**config.mk**
```make
export PLATFORM = sky130hd
export DESIGN_NAME = rpt_cell
export DESIGN_NICKNAME = d
export VERILOG_FILES = /design/src/sv/running_percentile_tracker_core_assert.svh /design/src/sv/rpt_pkg.sv /design/src/sv/rpt_cell.sv
export SDC_FILE = /design/constraint.sdc
export NUM_CORES = 1
export LEC_CHECK = 0
export BUFFER_PORTS_ARGS = -buffer_cell sky130_fd_sc_hd__buf_4
export CAP_MARGIN = 20
export CORE_ASPECT_RATIO = 0.7
export CORE_UTILIZATION = 39
export CTS_CLUSTER_DIAMETER = 100
export DETAILED_ROUTE_END_ITERATION = 10
export HOLD_SLACK_MARGIN = 0.03
export PLACE_DENSITY = 0.79
export SLEW_MARGIN = 20
export SYNTH_ARGS = -nofsm -noshare
export SYNTH_HDL_FRONTEND = slang
export SYNTH_SLANG_ARGS = --single-unit
```
**constraint.sdc**
```tcl
create_clock -name clk -period 3.09 [get_ports clk]
set_input_delay 0.4635 -clock clk [delete_from_list [all_inputs] [get_ports clk]]
set_output_delay 0.4635 -clock clk [all_outputs]
set_load 0.02 [all_outputs]
```
**src/sv/running_percentile_tracker_core_assert.svh**
```systemverilog
// Assertion macros shared by the tracker RTL.
`ifndef RUNNING_PERCENTILE_TRACKER_CORE_ASSERT_SVH
`define RUNNING_PERCENTILE_TRACKER_CORE_ASSERT_SVH
`ifndef ASSERT_OFF
// Property that must hold on every edge outside reset.
`define RPT_ASSERT(lbl, clk, rst, prop, msg) \
  lbl: assert property (@(posedge clk) disable iff (rst) prop) else $error(msg);
// Condition on one edge implies a result on the next edge.
`define RPT_ASSERT_NEXT(lbl, clk, rst, pre, post, msg) \
  lbl: assert property (@(posedge clk) disable iff (rst) (pre) |=> (post)) else $error(msg);
`else
`define RPT_ASSERT(lbl, clk, rst, prop, msg)
`define RPT_ASSERT_NEXT(lbl, clk, rst, pre, post, msg)
`endif
`endif

```
**src/sv/rpt_pkg.sv**
```systemverilog
package rpt_pkg;

  localparam int unsigned PCT_W = 7;
  localparam logic [PCT_W-1:0] PCT_MAX   = 7'd100;
  localparam logic [PCT_W-1:0] PCT_RESET = 7'd90;
  localparam int unsigned PCT_ROUND = 50;
  localparam int unsigned PCT_DIV   = 100;

  // select tree radix
  localparam int unsigned RADIX_BITS = 4;
  localparam int unsigned RADIX      = 16;

  // per-cell control, driven from the count
  typedef struct packed {
    logic load;      // insert this cycle
    logic occupied;  // cell index below count
    logic tail;      // cell index equals count
  } cell_ctrl_t;

  function automatic int unsigned sel_levels(int unsigned iw);
    return (iw + RADIX_BITS - 1) / RADIX_BITS;
  endfunction

endpackage

```
**src/sv/rpt_cell.sv**
```systemverilog
module rpt_cell import rpt_pkg::*; #(
  parameter int unsigned W = 32
) (
  input  logic         clk,
  input  cell_ctrl_t   ctrl,
  input  logic [W-1:0] sample,
  input  logic [W-1:0] prev_value,
  input  logic         prev_greater,
  output logic [W-1:0] value,
  output logic         greater
);

  // strict compare: equal samples stay ahead of the new one
  assign greater = ctrl.occupied && ($signed(value) > $signed(sample));

  always_ff @(posedge clk) begin
    if (ctrl.load) begin
      if (ctrl.occupied) begin
        if (prev_greater) begin
          value <= prev_value;
        end else if (greater) begin
          value <= sample;
        end
      end else if (ctrl.tail) begin
        value <= prev_greater ? prev_value : sample;
      end
    end
  end

endmodule

```
==> results of run 1 <==
==> synth_stat cells (2+ instances only) <==
master / n / area, um2
nand2_1: 36 / 135
inv_1: 34 / 128
edfxtp_1: 32 / 961
ha_1: 32 / 400
o21ai_0: 32 / 160
a21oi_1: 12 / 60.1
nand4_1: 11 / 68.8
clkbuf_1: 6 / 22.5
nand3_1: 5 / 25.0
a21o_1: 3 / 22.5
a211oi_1: 2 / 15.0
nor2_1: 2 / 7.51
o211ai_1: 2 / 15.0
==> power by group through the flow <==
stage / logic (W) / registers [W] / clock network (W)
after floorplan: 0.000167 / 0.000628 / 0
after global placement: 0.000399 / 0.000575 / 0
after detailed placement: 0.000408 / 0.000576 / 0
after CTS: 0.000411 / 0.000567 / 0.000314
after global routing: 0.000451 / 0.000572 / 0.000333
final: 0.000407 / 0.000566 / 0.000302
==> logic make-up (layout without fill, tap and decap cells) <==
logic type / Yosys count / count (layout) / share of synthesized area [%]
AND/OR/NAND/NOR: 61 / 61 / 13.8
flip-flops: 32 / 32 / 44.6
multiplexers: 2 / 2 / 0.988
buffers and inverters: 41 / 145 / 7.15
adder cells (fa/ha/maj): 32 / 32 / 18.6
AO/OA/AOI/OAI: 57 / 57 / 14.9
==> final timing paths <==
| path | endpoint | slack [ps] | depth (start not counted) |
|---|---|---|---|
| setup / recovery | greater | 190 | 8 |
| hold / removal | value[30] | 460 | 3 |
| setup reg to reg | value[16] | 630 | 7 |
| hold reg to reg | value[7] | 1140 | 4 |
==> stage by stage <==
stage                     hold WS (ps)  setup TNS, ps  power (W)
after floorplan                    651          -2170   0.000795
after global placement             741              0   0.000974
after detailed placement           742              0   0.000984
after CTS                          450              0    0.00129
after global routing               465              0    0.00136
final                              464              0    0.00128
==> worst max-delay path, stage by stage (launching register included) <==
cell      delay, ps
edfxtp_1        410
ha_1            330
nand4_1         180
nor2_1           90
a221o_1         330
o31a_1          270
nor2b_2         130
mux2i_1         240
buf_4           180
==> cells in the final DEF, fill, tap and decap left out, drive strengths merged, types with 2 or more instances in the layout <==
master,n
a211oi,2
nor2b,2
nor2,2
nand3,5
buf,103
clkbuf,7
inv,34
nand2,36
edfxtp,32
o211ai,2
a21o,3
o21ai,33
a21oi,13
ha,32
nand4,11
==> per-layer routing <==
layer	global-route usage, %	part of all wire [%]	up-vias
met3	4.88	6.2	2
met5	0	0	-
met2	31.6	45	63
met4	5.36	0.65	0
met1	24.4	49	891
li1	-	-	1010
==> layout make-up <==
cell class                      count  area (um2)  share of cell area, %
Clock buffer                        7        76.3                   2.46
Clock inverter                      1        3.75                  0.121
Inverter                           34         128                   4.11
Multi-Input combinational cell    152        1080                   34.6
Sequential cell                    32         961                   30.9
Tap cell                           72        90.1                   2.90
Timing Repair Buffer              103         773                   24.9
==> reports/results.ini, run 1 <==
[run_status]
status=complete, no violations

[place]
io_buffers=101
dpl.hpwl_mm=4.24
dp.cells=393
post_dp_cell_area_um2=3030
globalplace.congestion=0.776
pre_cts_slack_ps=344

[layout]
fin_area_um2=3110
largest_reg_flops=32
drive_gt1_share_pct=35.6
fin_cells=401
top_regs=value (32)
fill_cells=498
nNetsFinal=429
fin_util_pct=58.8
n_antenna_cell=0
top_register=value
areaGrowthSynthToFinish_pct=44.3

[floorplanning]
rows=22
start_util_pct=40.7
die_area_um2=5830
fp.coreArea_um2=5290
die_w_um=90.8
die_h_um=64.2
io_pins=102

[cts]
ctsHtreeMaxLevel=2
insertion_delay_ps=270
cts.hold.buffers_added=0
cts_root_buffer=clkbuf_8
cts_tree=built
clkTransAtPathRegs_ps=60
cts.sinks=32
cts_setup_buffers=0
cts_buffers=5
ctsResizeCount=0
clk_path_buf_depth=2

[detailed_routing]
first_iter_violations=84
dr.pass1.iters=6
remaining_drc_errors=0
wirelength_mm=5.27
ant_nets=0
wl_per_cell_um=13.1
viasPerCell=4.90
vias=1966

[power_and_ir_drop]
power_density_nw_per_um2=410
p_clk_share_pct=23.7
power.static_leakage_nw=1.50
p_sw_share_pct=30.3
ir_drop_uv=229
power_frac_comb_pct=31.9
seqPwrFrac_pct=44.4
p_int_w=0.000889
power_switching_w=0.000387

[timing]
hold_viol=0
skew_ps=2.00
min_period_ps=2900
setup_ws_ps=187
clock.fmax_ghz=0.345
min_period_over_period_pct=93.9
tightest_slew_ps=545
setup_viol=0
slew_headroom_pct=63.7
drv_slew=0
rsz0062_at_grt=false

[grt]
grt.overflow.total=0
grt_max_degree=65
grt_pass1_wl_mm=8.66
antenna_found_initial=0
grt_pass1_vias=1949
grt_usage_pct=19.0

[critical_path]
path_max_fanout=3
r2r_start=value[15]
crit_required_ps=2630
cp-start-kind=flop
worstSetupStartpoint=value[15]
critical_path_class=flop to primary output
crit_arrival_ps=2440
endpoint_kind=primary output

[logic_synthesis]
synth_cell_types=29
synth_nets=326
synth-edff-count=32
seq_area_frac_synth_pct=44.6
netlist_area_um2=2150
async_flop_share_pct=0
synth_ff_type=edfxtp_1
synth_cells=225
yosysWarnings=0
syn_avg_cell_area_um2=9.57
synth-seq-cells=32

[worst_hold_path]
hp-start=prev_value[30]
hold_path.class=input pin to flop

[flow_run]
maxCapViolCount=0

Note: power is estimated with default switching activity, not from simulation.
==> inputs of run 2 (changes only) <==
- CORE_UTILIZATION: 39 -> 35
- PLACE_DENSITY: 0.79 -> 0.73
==> run 2 against run 1 <==
Net effect:
- sequential cell count stayed put
- first-iteration DRC count is 56% lower
- sequential power hardly changed
- combinational power is 1% lower
- count of clock-buffer cells in the layout stayed put
- utilization is 5.4 points lower
- largest power group unchanged
==> reports/results.ini, run 2 (same netlist as run 1, synthesis figures left out) <==
[critical_path]
cp-start-kind=flop  ; unchanged
crit_required_ps=2630  ; about the same
r2r_end=value[18]  ; was value[16]
path_cells=ha_1 > nand4_1 > nor2_1 > a221o_1 > o31a_1 > nor2b_2 > mux2i_1 > buf_4  ; unchanged
rrSetupSlack_ps=520  ; was 630 ps
rr_worst_depth=7  ; unchanged
endpoint_kind=primary output  ; unchanged
r2r_start=value[14]  ; was value[15]
path_max_fanout=3  ; unchanged
crit_slowest_cell=edfxtp_1  ; unchanged
path_buf_inv=1  ; unchanged
crit_arrival_ps=2340  ; was 2440 ps
cp_top_family=compound AO/OA/AOI/OAI gates  ; unchanged
critical_path_class=flop to primary output  ; unchanged
slowest_delay_ps=420  ; was 410 ps

[detailed_routing]
vias=1973  ; was 1966
remaining_drc_errors=0  ; unchanged
ant_nets=0  ; unchanged
wirelength_mm=5.22  ; was 5.27 mm
dr_wl_met2_mm=2.27  ; was 2.35 mm
viasPerCell=4.90  ; about the same
dr.max_layer_used=met4  ; unchanged
first_iter_violations=37  ; was 84
wl_per_cell_um=13.0  ; was 13.1 um
wl_met1_mm=2.55  ; was 2.56 mm
dr.pass1.iters=4  ; was 6
wl_met3_um=359  ; was 324 um

[timing]
hold_viol=0  ; unchanged
clock.fmax_ghz=0.357  ; was 0.345 GHz
tightest_slew_ps=554  ; was 545 ps
drv_slew=0  ; unchanged
min_period_ps=2800  ; was 2900 ps
rsz0062_at_grt=false  ; unchanged
setup_viol=0  ; unchanged
skew_ps=3.94  ; was 2.00 ps
setup_ws_ps=289  ; was 187 ps
slew_headroom_pct=63.0  ; was 63.7%
min_period_over_period_pct=90.6  ; was 93.9%

[place]
io_buffers=101  ; unchanged
globalplace.congestion=0.733  ; was 0.776
post_dp_cell_area_um2=3020  ; was 3030 um2
dpl.hpwl_mm=4.09  ; was 4.24 mm
pre_cts_slack_ps=363  ; was 344 ps

[cts]
ctsHtreeMaxLevel=2  ; unchanged
cts_setup_buffers=0  ; unchanged
cts.sinks=32  ; unchanged
cts_buffers=5  ; unchanged
cts_tree=built  ; unchanged
insertion_delay_ps=280  ; was 270 ps
clkTransAtPathRegs_ps=70  ; was 60 ps
ctsResizeCount=0  ; unchanged
cts.hold.buffers_added=0  ; unchanged
cts_root_buffer=clkbuf_8  ; unchanged
clk_path_buf_depth=2  ; unchanged

[worst_hold_path]
hp-start=prev_value[30]  ; unchanged
worstHoldPathCells=3  ; unchanged
hold-path-endpoint=value[30]  ; unchanged
hold_path.class=input pin to flop  ; unchanged

[layout]
n_antenna_cell=0  ; unchanged
mostFrequentLayoutCells=buf_4, nand2_1, inv_1, o21ai_0, edfxtp_1  ; unchanged
nNetsFinal=428  ; was 429
seq_area_um2=961  ; unchanged
areaGrowthSynthToFinish_pct=44.2  ; was 44.3%
drive_gt1_share_pct=35.4  ; was 35.6%
top_regs=value (32)  ; unchanged
top_register=value  ; unchanged
fill_cells=565  ; was 498
fin_area_um2=3100  ; was 3110 um2
layout_commonest_cell=buf_4  ; unchanged
multi_input_area_um2=1080  ; unchanged
largest_reg_flops=32  ; unchanged

[power_and_ir_drop]
p_sw_share_pct=30.4  ; was 30.3%
ir_drop_uv=220  ; was 229 uV
power.static_leakage_nw=1.49  ; was 1.50 nW
power_switching_w=0.000387  ; about the same
power_density_nw_per_um2=410  ; about the same
p_clk_share_pct=23.9  ; was 23.7%
power_frac_comb_pct=31.5  ; was 31.9%
total_power_w=0.00127  ; was 0.00128 W
seqPwrFrac_pct=44.6  ; was 44.4%
p_int_w=0.000886  ; was 0.000889 W

[grt]
grt_max_degree=65  ; unchanged
grt_pass1_wl_mm=8.02  ; was 8.66 mm
antenna_found_initial=0  ; unchanged
grt.overflow.total=0  ; unchanged
grt_pass1_vias=1784  ; was 1949
grt_usage_pct=16.6  ; was 19.0%

[floorplanning]
start_util_pct=37.0  ; was 40.7%
io_pins=102  ; unchanged
die_h_um=67.6  ; was 64.2 um
fp.coreArea_um2=5810  ; was 5290 um2
die_w_um=95.8  ; was 90.8 um
die_area_um2=6480  ; was 5830 um2
rows=23  ; was 22

[run_status]
status=complete, no violations  ; unchanged

[flow_run]
maxCapViolCount=0  ; unchanged

## run 2: cell types whose count changed in the layout (fill, tap and decap cells not counted), sizes merged
cell  delta
buf      -1
## run 2: power groups by stage
stage / logic [W] / registers, W / clock network (W)
2_1_floorplan: 0.000167 / 0.000628 / 0
3_3_place_gp: 0.000399 / 0.000577 / 0
3_5_place_dp: 0.000403 / 0.000578 / 0
4_1_cts: 0.000406 / 0.000569 / 0.000316
5_1_grt: 0.000446 / 0.000574 / 0.000337
6_report: 0.000401 / 0.000569 / 0.000304
## run 2: per-layer routing
layer  vias up  GRT usage (%)
met5         -              0
met4         0           5.04
met3         5           3.94
met2        69           26.8
met1       893           22.0
li1       1006              -
## run 2: worst max path at each step
stage	start	to	slack [ps]	cells past startpoint
floorplan	value[15]	value[0]	-70	7
global placement	sample[1]	value[8]	410	10
detailed placement	sample[15]	value[8]	360	9
CTS	value[30]	greater	280	8
global route	value[15]	greater	90	7
finish	value[15]	greater	290	8
## run 2: worst register-to-register path, stage by stage (launching register included)
cell,delay [ps]
edfxtp_1,440
ha_4,310
nand4_1,170
a2111oi_0,480
o31a_1,230
nand4_1,90
nand4_1,100
buf_4,400
## run 2: layout make-up
| class | count | share of cell area, % |
|---|---|---|
| multi-input cells | 152 | 34.7 |
| flip-flops and latches | 32 | 31.0 |
| repair buffers | 102 | 24.7 |
| inverters | 34 | 4.11 |
| well taps | 75 | 3.02 |
| clock buffers | 7 | 2.46 |
| clock inverters | 1 | 0.121 |
## run 2: through the flow
step / setup TNS (ps) / hold slack, ps / std cells / utilization, %
global route: 0 / 453 / 403 / 53.4
global placement: 0 / 744 / 395 / 52.0
finish: 0 / 458 / 403 / 53.4
CTS: 0 / 448 / 403 / 53.4
floorplan: -2170 / 651 / 225 / -
detailed placement: 0 / 742 / 395 / 52.0
==> inputs of run 3 (changes only) <==
- clock period: 3.09 -> 2.33 ns (I/O delays scaled with it)
==> run 3 against run 2 <==
Net effect:
- the flow now finishes with violations (negative setup slack)
- total power is 44% higher
- register-to-register slack worse by 790 ps
- sequential share of layout area is 3.3 points lower
- die area stayed put
- non-clock buffer count is 44 higher
- largest power group unchanged
==> reports/results.ini, run 3 (same netlist as run 1, synthesis figures left out) <==
[run_status]
status=finished, violations left  ; was complete, no violations
violations=negative setup slack

[timing]
drv_slew=0  ; unchanged
hold_viol=0  ; unchanged
tns_ps=-8080  ; was 0 ps
clock.fmax_ghz=0.364
skew_ps=4.19  ; was 3.94 ps
whs_ps=348  ; was 458 ps
setup_ws_ps=-420  ; was 289 ps
slew_headroom_pct=72.7  ; was 63.0%
setup_viol=33  ; was 0
tightest_slew_ps=407  ; was 554 ps
rsz0062_at_grt=true  ; was false
min_period_ps=2750
min_period_over_period_pct=118

[grt]
grt.overflow.total=0  ; unchanged
grt_pass1_vias=2018  ; was 1784
grt_usage_pct=18.6  ; was 16.6%
grt_max_degree=35  ; was 65
grt_pass1_wl_mm=9.03  ; was 8.02 mm
antenna_found_initial=0  ; unchanged

[floorplanning]
io_pins=102  ; unchanged
die_area_um2=6480  ; unchanged
fp.coreArea_um2=5810  ; unchanged
die_w_um=95.8  ; unchanged
start_util_pct=37.0  ; unchanged
die_h_um=67.6  ; unchanged
rows=23  ; unchanged

[power_and_ir_drop]
ir_drop_uv=307  ; was 220 uV
power_density_nw_per_um2=525  ; was 410 nW/um2
power.static_leakage_nw=1.71  ; was 1.49 nW

[layout]
layout_commonest_cell=buf_4  ; unchanged
areaGrowthSynthToFinish_pct=61.6  ; was 44.2%
top_register=value  ; unchanged
largest_reg_flops=32  ; unchanged
n_antenna_cell=0  ; unchanged
mostFrequentLayoutCells=buf_4, nand2_1, inv_1, o21ai_0, edfxtp_1  ; unchanged
top_regs=value (32)  ; unchanged
drive_gt1_share_pct=43.5  ; was 35.4%
nNetsFinal=472  ; was 428
fin_area_um2=3480  ; was 3100 um2

[detailed_routing]
wl_per_cell_um=13.3  ; was 13.0 um
wirelength_mm=5.94  ; was 5.22 mm
first_iter_violations=53  ; was 37
dr.pass1.iters=4  ; unchanged
viasPerCell=4.76  ; was 4.90
ant_nets=0  ; unchanged
vias=2128  ; was 1973
remaining_drc_errors=0  ; unchanged

[cts]
cts_buffers=5  ; unchanged
cts_tree=built  ; unchanged
ctsHtreeMaxLevel=2  ; unchanged
cts.sinks=32  ; unchanged
clk_path_buf_depth=2  ; unchanged
cts_root_buffer=clkbuf_8  ; unchanged
insertion_delay_ps=270  ; was 280 ps
cts.hold.buffers_added=0  ; unchanged
clkTransAtPathRegs_ps=70  ; about the same

[critical_path]
crit_slowest_cell=edfxtp_1  ; unchanged
path_buf_inv=1  ; unchanged
crit_required_ps=1980  ; was 2630 ps
cp-start-kind=flop  ; unchanged
endpoint_kind=primary output  ; unchanged
slowest_delay_ps=430  ; was 420 ps
crit_arrival_ps=2400  ; was 2340 ps
path_max_fanout=3  ; unchanged
cp_top_family=compound AO/OA/AOI/OAI gates  ; unchanged
critical_path_class=flop to primary output  ; unchanged
path_cells=ha_1 > nand4_1 > nor2_1 > a221o_1 > o31a_1 > nor2b_2 > mux2i_4 > buf_6  ; was ha_1 > nand4_1 > nor2_1 > a221o_1 > o31a_1 > nor2b_2 > mux2i_1 > buf_4

[place]
pre_cts_slack_ps=-219  ; was 363 ps
globalplace.congestion=0.797  ; was 0.733
io_buffers=101  ; unchanged
dpl.hpwl_mm=4.69  ; was 4.09 mm
post_dp_cell_area_um2=3300  ; was 3020 um2

[flow_run]
maxCapViolCount=0  ; unchanged

[worst_hold_path]
hold_path.class=input pin to flop  ; unchanged

run 3: per-layer routing:
metal	vias up	global-route usage, %	part of all wire (%)
li1	1099	-	-
met1	957	24.1	47
met2	66	31.0	45
met4	0	5.41	1.3
met3	6	4.28	6.8
met5	-	0	0
run 3: report_power, final:
group	internal (W)	switching [W]
sequential	0.000714	0.0000381
clock	0.000208	0.000197
combinational	0.000356	0.000315
run 3: final timing paths:
| path | cells past startpoint | endpoint | startpoint | slack, ps |
|---|---|---|---|---|
| min reg2reg | 5 | value[14] | value[31] | 1240 |
| max | 8 | greater | value[12] | -420 |
| max reg2reg | 10 | value[19] | value[10] | -270 |
| min | 3 | value[19] | prev_value[19] | 350 |
run 3: through the flow:
| step | instances | total power (W) | utilization [%] |
|---|---|---|---|
| global placement | 430 | 0.00138 | 56.8 |
| global route | 447 | 0.00194 | 59.9 |
| CTS | 441 | 0.00183 | 58.9 |
| detailed placement | 430 | 0.00140 | 56.8 |
| floorplan | 225 | 0.00106 | - |
| finish | 447 | 0.00183 | 59.9 |
run 3: worst min-delay path: cells and delay by family:
kind | cells | cell delay (ps)
AO/OA/AOI/OAI | 1 | 50
AND/OR/NAND/NOR | 1 | 40
buffers and inverters | 1 | 80
run 3: final cells by class:
cell class                      count  area, um2
Fill cell                         516       2330
Timing Repair Buffer              146       1110
Multi-Input combinational cell    152       1100
Sequential cell                    32        961
Inverter                           34        128
Tap cell                           75       93.8
Clock buffer                        7       76.3
Clock inverter                      1       3.75
run 3: repair_timing:
action,CTS,global route
setup buffers,3,4
pin swaps,3,4
gates resized for setup,4,7
cloned,0,2
setup endpoints to repair,33,33
